File: src/hw/rtl/hlfr_pkg.sv
// shared constants and types for the header/length frame receiver
package hlfr_pkg;

  // largest frame the receiver will hold, in bytes
  localparam int MAX_FRAME = 256;
  localparam int POS_W     = $clog2(MAX_FRAME);
  localparam int IDX_W     = POS_W + 1;

  // fixed frame bytes
  localparam logic [7:0] HEAD_FIRST  = 8'hA5;
  localparam logic [7:0] HEAD_SECOND = 8'h5A;
  localparam logic [7:0] MARKER_BYTE = 8'h05;

  // fixed byte positions inside a frame
  localparam logic [IDX_W-1:0] IDX_LEN_LOW  = IDX_W'(2);
  localparam logic [IDX_W-1:0] IDX_LEN_HIGH = IDX_W'(3);
  localparam logic [IDX_W-1:0] IDX_MARKER   = IDX_W'(4);
  localparam logic [IDX_W-1:0] IDX_NINE     = IDX_W'(9);
  localparam logic [IDX_W-1:0] IDX_TYPE     = IDX_W'(10);

  // length field value loaded on every header
  localparam logic [15:0] LEN_INIT = 16'd2;

  // per-byte status codes
  typedef enum logic [2:0] {
    ST_HUNT     = 3'd0,
    ST_STORED   = 3'd1,
    ST_DONE     = 3'd2,
    ST_REJECT   = 3'd3,
    ST_OVERFLOW = 3'd4
  } status_t;

  // hunting phase
  typedef enum logic [2:0] {
    PH_WAIT_FIRST  = 3'b001,
    PH_WAIT_SECOND = 3'b010,
    PH_IN_FRAME    = 3'b100
  } phase_t;

  // one result item
  typedef struct packed {
    status_t     status;
    logic [7:0]  data_byte;
    logic [7:0]  byte_index;
    logic [15:0] frame_length;
    logic [7:0]  saved_byte_nine;
    logic [7:0]  saved_byte_ten;
  } result_t;

endpackage

File: src/hw/rtl/header_length_frame_receiver.sv
// top level of the header/length frame receiver
// Takes one received byte per transfer and hunts for frames that open with
// 0xA5 0x5A followed by a little-endian 16-bit total length; the byte at index
// 4 must be 0x05 and the byte at index 10 must match cfg_wr_data as last
// written (reset 0). Every byte gives exactly one result carrying its status,
// its index in the frame and, on completion, the bytes at indices 9 and 10.
// A byte goes through an input register, then is decoded combinationally into
// the result register, from which it can transfer when the result side does
// not stall; one byte is taken every cycle while the result side keeps up.
// Throughput is set by the single decode stage updating the hunting state.
module header_length_frame_receiver (
  input  logic        clk,
  input  logic        rst,
  input  logic        cfg_wr_en,
  input  logic [7:0]  cfg_wr_data,
  input  logic        in_valid,
  output logic        in_stall,
  input  logic [7:0]  rx_byte,
  output logic        out_valid,
  input  logic        out_stall,
  output logic [2:0]  status,
  output logic [7:0]  data_byte,
  output logic [7:0]  byte_index,
  output logic [15:0] frame_length,
  output logic [7:0]  saved_byte_nine,
  output logic [7:0]  saved_byte_ten
);

  logic              in_reg_valid;
  logic [7:0]        in_reg_byte;
  logic              advance;
  logic              res_ready;
  hlfr_pkg::result_t decoded;
  hlfr_pkg::result_t res;

  assign advance  = in_reg_valid && res_ready;
  assign in_stall = in_reg_valid && !res_ready;

  // input register
  always_ff @(posedge clk) begin
    if (rst) begin
      in_reg_valid <= 1'b0;
    end else if (!in_stall) begin
      in_reg_valid <= in_valid;
    end
  end

  always_ff @(posedge clk) begin
    if (in_valid && !in_stall) begin
      in_reg_byte <= rx_byte;
    end
  end

  // byte decode and frame state
  hlfr_parse u_parse (
    .clk         (clk),
    .rst         (rst),
    .cfg_wr_en   (cfg_wr_en),
    .cfg_wr_data (cfg_wr_data),
    .step        (advance),
    .byte_in     (in_reg_byte),
    .result      (decoded)
  );

  // result register
  hlfr_out_reg u_out (
    .clk        (clk),
    .rst        (rst),
    .load_valid (in_reg_valid),
    .load_data  (decoded),
    .load_ready (res_ready),
    .out_valid  (out_valid),
    .out_stall  (out_stall),
    .out_data   (res)
  );

  assign status          = res.status;
  assign data_byte       = res.data_byte;
  assign byte_index      = res.byte_index;
  assign frame_length    = res.frame_length;
  assign saved_byte_nine = res.saved_byte_nine;
  assign saved_byte_ten  = res.saved_byte_ten;

endmodule

File: src/hw/rtl/hlfr_parse.sv
// frame hunting state and per-byte decode
module hlfr_parse (
  input  logic                clk,
  input  logic                rst,
  input  logic                cfg_wr_en,
  input  logic [7:0]          cfg_wr_data,
  input  logic                step,
  input  logic [7:0]          byte_in,
  output hlfr_pkg::result_t   result
);

  logic [7:0]                    type_code;
  hlfr_pkg::phase_t              phase, phase_next;
  logic [hlfr_pkg::POS_W-1:0]    position, position_next;
  logic [15:0]                   length_value, length_value_next;
  logic [7:0]                    length_low, length_low_next;
  logic [7:0]                    byte_nine, byte_nine_next;
  logic [7:0]                    byte_ten, byte_ten_next;
  logic [hlfr_pkg::IDX_W-1:0]    idx;
  logic                          have_len;

  assign idx      = {1'b0, position} + hlfr_pkg::IDX_W'(1);
  assign have_len = idx > hlfr_pkg::IDX_LEN_HIGH;

  // decode one byte against the current phase
  always_comb begin
    phase_next        = phase;
    position_next     = position;
    length_value_next = length_value;
    length_low_next   = length_low;
    byte_nine_next    = byte_nine;
    byte_ten_next     = byte_ten;
    result.status          = hlfr_pkg::ST_HUNT;
    result.data_byte       = byte_in;
    result.byte_index      = 8'd0;
    result.frame_length    = 16'd0;
    result.saved_byte_nine = 8'd0;
    result.saved_byte_ten  = 8'd0;

    unique case (phase)
      hlfr_pkg::PH_WAIT_SECOND: begin
        if (byte_in == hlfr_pkg::HEAD_SECOND) begin
          phase_next        = hlfr_pkg::PH_IN_FRAME;
          position_next     = hlfr_pkg::POS_W'(1);
          length_value_next = hlfr_pkg::LEN_INIT;
          result.status     = hlfr_pkg::ST_STORED;
          result.byte_index = 8'd1;
        end else begin
          phase_next    = hlfr_pkg::PH_WAIT_FIRST;
          position_next = '0;
        end
      end
      hlfr_pkg::PH_IN_FRAME: begin
        result.byte_index   = 8'(idx);
        result.frame_length = have_len ? length_value : 16'd0;
        priority if (idx >= hlfr_pkg::IDX_W'(hlfr_pkg::MAX_FRAME)) begin
          // frame longer than the buffer
          phase_next    = hlfr_pkg::PH_WAIT_FIRST;
          position_next = '0;
          result.status = hlfr_pkg::ST_OVERFLOW;
        end else if (idx == hlfr_pkg::IDX_LEN_LOW) begin
          length_low_next = byte_in;
          position_next   = idx[hlfr_pkg::POS_W-1:0];
          result.status   = hlfr_pkg::ST_STORED;
        end else if (idx == hlfr_pkg::IDX_LEN_HIGH) begin
          length_value_next   = {byte_in, length_low};
          position_next       = idx[hlfr_pkg::POS_W-1:0];
          result.status       = hlfr_pkg::ST_STORED;
          result.frame_length = {byte_in, length_low};
        end else if (idx == hlfr_pkg::IDX_MARKER) begin
          if (byte_in == hlfr_pkg::MARKER_BYTE) begin
            position_next = idx[hlfr_pkg::POS_W-1:0];
            result.status = hlfr_pkg::ST_STORED;
          end else begin
            phase_next    = hlfr_pkg::PH_WAIT_FIRST;
            position_next = '0;
            result.status = hlfr_pkg::ST_REJECT;
          end
        end else if (idx == hlfr_pkg::IDX_TYPE) begin
          if (byte_in == type_code) begin
            byte_ten_next = byte_in;
            position_next = idx[hlfr_pkg::POS_W-1:0];
            result.status = hlfr_pkg::ST_STORED;
          end else begin
            phase_next    = hlfr_pkg::PH_WAIT_FIRST;
            position_next = '0;
            result.status = hlfr_pkg::ST_REJECT;
          end
        end else begin
          // ordinary payload byte, with the end-of-frame check
          if (idx == hlfr_pkg::IDX_NINE) begin
            byte_nine_next = byte_in;
          end
          if ({1'b0, length_value} == 17'(idx) + 17'd1) begin
            phase_next             = hlfr_pkg::PH_WAIT_FIRST;
            position_next          = '0;
            result.status          = hlfr_pkg::ST_DONE;
            result.saved_byte_nine = byte_nine_next;
            result.saved_byte_ten  = byte_ten;
          end else begin
            position_next = idx[hlfr_pkg::POS_W-1:0];
            result.status = hlfr_pkg::ST_STORED;
          end
        end
      end
      default: begin
        if (byte_in == hlfr_pkg::HEAD_FIRST) begin
          phase_next    = hlfr_pkg::PH_WAIT_SECOND;
          position_next = '0;
          result.status = hlfr_pkg::ST_STORED;
        end else begin
          phase_next    = hlfr_pkg::PH_WAIT_FIRST;
          position_next = '0;
        end
      end
    endcase
  end

  // type code register
  always_ff @(posedge clk) begin
    if (rst) begin
      type_code <= 8'd0;
    end else if (cfg_wr_en) begin
      type_code <= cfg_wr_data;
    end
  end

  // hunting state, updated once per handled byte
  always_ff @(posedge clk) begin
    if (rst) begin
      phase        <= hlfr_pkg::PH_WAIT_FIRST;
      position     <= '0;
      length_value <= hlfr_pkg::LEN_INIT;
      length_low   <= 8'd0;
      byte_nine    <= 8'd0;
      byte_ten     <= 8'd0;
    end else if (step) begin
      phase        <= phase_next;
      position     <= position_next;
      length_value <= length_value_next;
      length_low   <= length_low_next;
      byte_nine    <= byte_nine_next;
      byte_ten     <= byte_ten_next;
    end
  end

endmodule

File: src/hw/rtl/hlfr_out_reg.sv
// result register with valid/stall handshake toward the consumer
module hlfr_out_reg (
  input  logic               clk,
  input  logic               rst,
  input  logic               load_valid,
  input  hlfr_pkg::result_t  load_data,
  output logic               load_ready,
  output logic               out_valid,
  input  logic               out_stall,
  output hlfr_pkg::result_t  out_data
);

  hlfr_pkg::result_t held;
  logic              held_valid;

  // free when empty or when the held result transfers this cycle
  assign load_ready = !held_valid || !out_stall;
  assign out_valid  = held_valid;
  assign out_data   = held;

  // valid flag
  always_ff @(posedge clk) begin
    if (rst) begin
      held_valid <= 1'b0;
    end else if (load_ready) begin
      held_valid <= load_valid;
    end
  end

  // payload
  always_ff @(posedge clk) begin
    if (load_valid && load_ready) begin
      held <= load_data;
    end
  end

endmodule

File: config.mk
export PLATFORM = sky130hd
export DESIGN_NAME = header_length_frame_receiver
export DESIGN_NICKNAME = d
export VERILOG_FILES = /design/src/hw/rtl/hlfr_pkg.sv /design/src/hw/rtl/header_length_frame_receiver.sv /design/src/hw/rtl/hlfr_parse.sv /design/src/hw/rtl/hlfr_out_reg.sv
export SDC_FILE = /design/constraint.sdc
export NUM_CORES = 1
export LEC_CHECK = 0
export BUFFER_PORTS_ARGS = -buffer_cell sky130_fd_sc_hd__clkbuf_2
export CORE_ASPECT_RATIO = 1.1
export CORE_UTILIZATION = 62
export CTS_CLUSTER_DIAMETER = 80
export DETAILED_ROUTE_END_ITERATION = 12
export PLACE_DENSITY = 0.85
export SYNTH_ARGS = -nofsm -noshare
export SYNTH_HDL_FRONTEND = slang
export SYNTH_SLANG_ARGS = --single-unit
File: constraint.sdc
create_clock -name clk -period 6.5 [get_ports clk]
set_clock_uncertainty 0.15 [all_clocks]
set_input_delay 1.3 -clock clk [delete_from_list [all_inputs] [get_ports clk]]
set_output_delay 1.3 -clock clk [all_outputs]
set_load 0.005 [all_outputs]
==> results of run 1 <==
cell usage after synthesis (all sizes together), types with 11 or more instances:
master and number:
nor2 80, dfxtp 61, edfxtp 59, mux2i 43, nand3 27, a21oi 26
clkbuf 23, nand2b 22, nand2 16, a22o 15, xnor2 15, buf 13
xor2 13, and2 11
per-stage QoR:
step | area [µm²] | setup slack (ns) | std cells | total power [µW] | utilization (%)
3_3_place_gp | 5930 | 3.15 | 673 | 901 | 69.5
4_1_cts | 6570 | 2.93 | 705 | 1900 | 76.9
5_1_grt | 6570 | 2.57 | 705 | 1930 | 76.9
2_1_floorplan | 5550 | 2.42 | 521 | 871 | -
6_report | 6570 | 2.81 | 705 | 1890 | 76.9
3_5_place_dp | 5930 | 2.94 | 673 | 904 | 69.5
registers in the layout (all words and copies together), names as in the netlist:
| register | count |
|---|---|
| u_parse.phase | 3 |
| u_out.out_data | 51 |
| u_parse.byte_nine | 8 |
| u_parse.type_code | 8 |
| u_parse.length_value | 16 |
| u_out.out_valid | 1 |
| u_parse.position | 8 |
| u_parse.length_low | 8 |
| u_parse.byte_ten | 8 |
| in_reg_byte | 8 |
| in_reg_valid | 1 |
worst min-delay path by stage:
stage	slack (ns)	endpoint
finish	0.34	u_parse.length_value[4]
global route	0.37	u_parse.length_value[7]
CTS	0.34	u_parse.length_value[10]
detailed placement	0.33	u_parse.byte_ten[6]
global placement	0.31	u_out.out_valid
floorplan	0.27	u_out.out_data[40]
metal layers:
metal  wire length [µm]  global-route usage [%]
met2               6430                    48.0
met4                286                    11.9
met5                 13                       0
met1               5200                    35.1
met3                835                    6.68
cell type report:
type	count	area (µm²)
sequential	120	2990
multi-input combinational	357	2370
fill	553	1970
clock buffer	18	428
timing repair buffer	77	395
clock inverter	14	209
tap	111	139
inverter	8	30.0
logic make-up (layout without fill, tap and decap cells):
family	Yosys count	after routing	synth area share, %
DFF	120	120	53.9
buffers and inverters	44	117	3.54
xor gates and xnor gates	28	28	4.42
muxes	44	44	7.96
adders and majority gates	4	4	0.902
and+or+nand+nor	202	202	19.3
AOI/OAI and AO/OA	79	79	10.0
worst register-to-register path: cells and delay by family (launching register included):
kind,cells,cell delay (ns)
AO/OA/AOI/OAI,7,2.38
adder cells (fa/ha/maj),1,0.39
AND/OR/NAND/NOR,1,0.22
flip-flops,1,0.49
power groups by stage:
stage	Clock [µW]	Combinational [µW]	Sequential (µW)
floorplan	0	31.0	840
CTS	1010	55.4	833
finish	1000	55.2	834
global placement	0	52.8	848
detailed placement	0	55.0	849
global route	1040	60.6	835
==> run metrics, run 1 <==
Initial Util=about two thirds; clock power share=53.0%; FF-to-FF path depth=9; ys flop type=dfxtp_1; crit path cell chain=ha_1 -> nand3_1 -> o32ai_1 -> o21ai_1 -> o311ai_0 -> o22ai_1 -> o2111ai_1 -> a31oi_1 -> a21oi_1; RD Place Congestion=0.906; Max Slew Vio Count=0; WL/cell=approximately 18 µm; P per Cell Area=about 290 mW/mm²; Row Count=35; vias=between 4,000 and 5,000; Hold Violations, Final=0; drt first pass iters=6; Ports=74; #FFs+latches synth=120; worst r2r src=u_parse.position[0]; Final Critical Period=3.69 ns; Net Sw Frac=around 22%; nets=between 600 and 700; WL final=12,800 µm; most common cell after layout, fill and taps aside=clkbuf_2; Clock transition at path regs=roughly 0.060 ns; # port buffers=73; first-pass GRT wire length=around 20,000 µm; actual slew at the worst max-slew pin=approximately 1.1 ns; CTS resizes=0; WS Path Type=reg -> reg; Worst setup SP type=register; number of global-route vias before repair=around 4,000; Logic pwr share=between 2 and 3%; CTS tree=yes; Yosys warnings=0; area grow syn2layout=18.3%; Synth area leaders=edfxtp_1, dfxtp_1, mux2i_1, nor2_1, nand2b_1; Yosys top cell area share=a little under a third; CTS max path bufs=2; internal power=roughly 1500 µW; post-synth top area cell=edfxtp_1; max-cap check violation count=0; Flop pwr share=between 40% and 50%; Cell variety after synth=between 60 and 70; hold wc startpoint=u_parse.length_low[4]; EDFF count, synth=approximately 60; gr ovfl total=0; r2r endpoint=u_parse.position[0]; layout cells sized above 1=between 20% and 30%; Core ar.=~0.0085 mm²; critical path required time=around 6.8 ns; all-layer global routing usage=28.4%; f_max=about 0.27 GHz; RSZ-0062 raised after global routing=no; hold-fix buffers at CTS=0; commonest cells after routing, fill and taps aside=clkbuf_2, nor2_1, dfxtp_1; crit path buf inv count=0; share of the yosys chip area belonging to registers=a little over half; number of CTS-inserted buffers=17; die footprint=0.00933 mm²; Vias/cell=around 6.1; Skew-Pair Late Insertion Delay=approximately 0.52 ns; H-tree Lvls=4; Crit path largest cell delay=0.84 ns; leak pwr=0.00248 µW; slowest CP cell=o2111ai_1; initial antenna violation count=1; Peak VDD IR=between 0.2 and 0.25 mV; fin crit share=56.8%; ANT nets after route=0; Hold Worst Slack=0.345 ns; Post-CTS Setup Inserts=0; hold path depth=2; Residual DRC=0; TNS Setup=0 ns; Die Ht=around 100 µm; clk root buf=clkbuf_8; worst setup path endpoint=u_parse.position[0]; dpl hpwl=between 7000 and 8000 µm; largest net degree at the start of global routing=between 60 and 70; Worst Setup SP=u_parse.position[0]; crit path max fanout=12; status=finished, final reports clean; Hold Path Class=reg -> reg; setup violators final=0; P_sw=411 µW; Ant. Diodes=0; Worst setup EP type=register; Crit. path cell count=9; Slew headroom=a little over a quarter; Initial DRC Count=~320; CTS sink cnt=between 100 and 150; fraction of registers with async set/reset=0%; WP data arrival=about 4.0 ns; Cell Area, Synth=~0.0056 mm²; synthesized instance count=521; R2R setup slack=2.81 ns; delay-heaviest family, CP=compound AO/OA/AOI/OAI gates; Mapped Avg Cell Area=10.7 µm²; die width=between 90 and 100 µm; Post-Syn Nets=approximately 550
Power figures use the tool's default switching activity.
==> run 2, diff against run 1 <==
--- a/config.mk
+++ b/config.mk
@@ -7,10 +7,10 @@
 export LEC_CHECK = 0
 export BUFFER_PORTS_ARGS = -buffer_cell sky130_fd_sc_hd__clkbuf_2
 export CORE_ASPECT_RATIO = 1.1
-export CORE_UTILIZATION = 62
+export CORE_UTILIZATION = 52
 export CTS_CLUSTER_DIAMETER = 80
 export DETAILED_ROUTE_END_ITERATION = 12
-export PLACE_DENSITY = 0.85
+export PLACE_DENSITY = 0.76
 export SYNTH_ARGS = -nofsm -noshare
 export SYNTH_HDL_FRONTEND = slang
 export SYNTH_SLANG_ARGS = --single-unit
==> constraint.sdc (replaced) <==
create_clock -name clk -period 3.16 [get_ports clk]
set_clock_uncertainty 0.15 [all_clocks]
set_input_delay 0.632 -clock clk [delete_from_list [all_inputs] [get_ports clk]]
set_output_delay 0.632 -clock clk [all_outputs]
set_load 0.005 [all_outputs]
==> run metrics, run 2 (synthesized netlist as in run 1, its figures left out) <==
# port buffers=73; die width=about 100 µm; Final Critical Period=between 3 and 4 ns; Vias/cell=between 5 and 6; WL/cell=between 15 and 20 µm; P per Cell Area=~550 mW/mm²; hold-fix buffers at CTS=0; most common cell after layout, fill and taps aside=clkbuf_2; Slew headroom=between 50% and 60%; Ant. Diodes=0; Worst setup SP type=register; number of CTS-inserted buffers=17; CTS max path bufs=2; RD Place Congestion=0.906; Worst Setup SP=u_parse.position[0]; all-layer global routing usage=between 20% and 30%; status=finished, final reports clean; leak pwr=0.00263 µW; initial antenna violation count=0; Hold Path Class=in -> reg; Ports=74; nets=638; Residual DRC=0; fin crit share=95.8%; setup violators final=0; Die Ht=110 µm; Skew-Pair Late Insertion Delay=approximately 0.41 ns; largest net degree at the start of global routing=48; Final Power=3770 µW; area grow syn2layout=24.3%; WL final=13,100 µm; drt first pass iters=5; f_max=about 0.33 GHz; max FFs per register=51; dpl hpwl=8910 µm; gr ovfl total=0; WS Path Type=reg -> reg; ANT nets after route=0; Core ar.=between 0.01 and 0.015 mm²; die footprint=roughly 0.011 mm²; Hold Worst Slack=~0.24 ns; WP data arrival=approximately 3.1 ns; commonest cells after routing, fill and taps aside=clkbuf_2, nor2_1, edfxtp_1, dfxtp_1, mux2i_1; CTS tree=yes; R2R setup slack=around 0.13 ns; CTS sink cnt=120; critical path required time=3.26 ns; vias=about 4,300; Post-CTS Setup Inserts=0; actual slew at the worst max-slew pin=between 0.7 and 0.8 ns; first-pass GRT wire length=20,300 µm; crit path max fanout=8; H-tree Lvls=4; number of global-route vias before repair=between 4,000 and 5,000; layout cells sized above 1=~28%; Initial DRC Count=around 350; Initial Util=a little over half; Max Slew Vio Count=0; Worst setup EP type=register; Hold Violations, Final=0; hold wc startpoint=rx_byte[6]; Peak VDD IR=0.374 mV; Filler Cells Inserted=approximately 760; clk root buf=clkbuf_16; worst r2r src=u_parse.position[0]; max-cap check violation count=0; Clock transition at path regs=approximately 0.060 ns; Row Count=39
## run 2: changes by cell type in the layout (fill, tap and decap cells not counted), sizes merged
cell / change
clkinvlp: +3
buf: +32
clkinv: +1
bufinv: -2
inv: -2
## run 2: repair_timing
| action | in CTS | in global routing |
|---|---|---|
| endpoints found under the setup margin | 19 | 42 |
| gates resized for setup | 4 | 11 |
| pin swaps | 0 | 2 |
| cloned | 0 | 0 |
## run 2: path summary, 6_finish.rpt
| check | endpoint | cells past startpoint |
|---|---|---|
| max | u_out.out_data[48] | 11 |
| max reg2reg | u_out.out_data[48] | 11 |
| min | in_reg_byte[6] | 1 |
| min reg2reg | u_parse.length_value[2] | 2 |
## run 2: metrics by stage
stage | TNS [ns] | util (%) | setup WS (ns) | instance area, µm² | instances
global placement | 0 | 59.9 | 0.0735 | 6220 | 737
CTS | 0 | 65.8 | 0.0342 | 6840 | 769
detailed placement | -0.809 | 59.9 | -0.0943 | 6220 | 737
floorplan | 0 | - | 0.168 | 5550 | 521
global route | -0.00820 | 66.4 | -0.00820 | 6900 | 769
finish | 0 | 66.4 | 0.133 | 6900 | 769
## run 2: critical path, stage by stage (launching register included)
cell      delay [ns]
dfxtp_2         0.38
ha_4            0.19
buf_4           0.12
nand3_1         0.20
o32ai_2         0.38
o21ai_2         0.14
o311ai_1        0.32
o22ai_1         0.16
o211ai_2        0.25
buf_4           0.19
and2b_2         0.21
o21ai_0         0.18
## run 2: layout make-up
type                            instances  area (µm²)  share of cell area (%)
Clock inverter                         14         163                    2.36
Sequential cell                       120        3000                    43.4
Tap cell                              143         179                    2.59
Multi-Input combinational cell        357        2450                    35.6
Inverter                                8        31.3                   0.453
Timing Repair Buffer                  109         648                    9.39
Clock buffer                           18         429                    6.22
## run 2: metal layers
layer	vias up	GRT usage (%)	part of all wire [%]
met4	0	10.7	2.5
met3	31	5.80	5.2
met1	2059	31.2	43
met5	-	0	0
met2	171	40.4	49
li1	2054	-	-
## run 2: report_power, final
| group | switching (µW) | internal [µW] |
|---|---|---|
| logic | 83.3 | 54.9 |
| registers | 21.9 | 1680 |
| clock network | 758 | 1180 |
| total | 863 | 2910 |
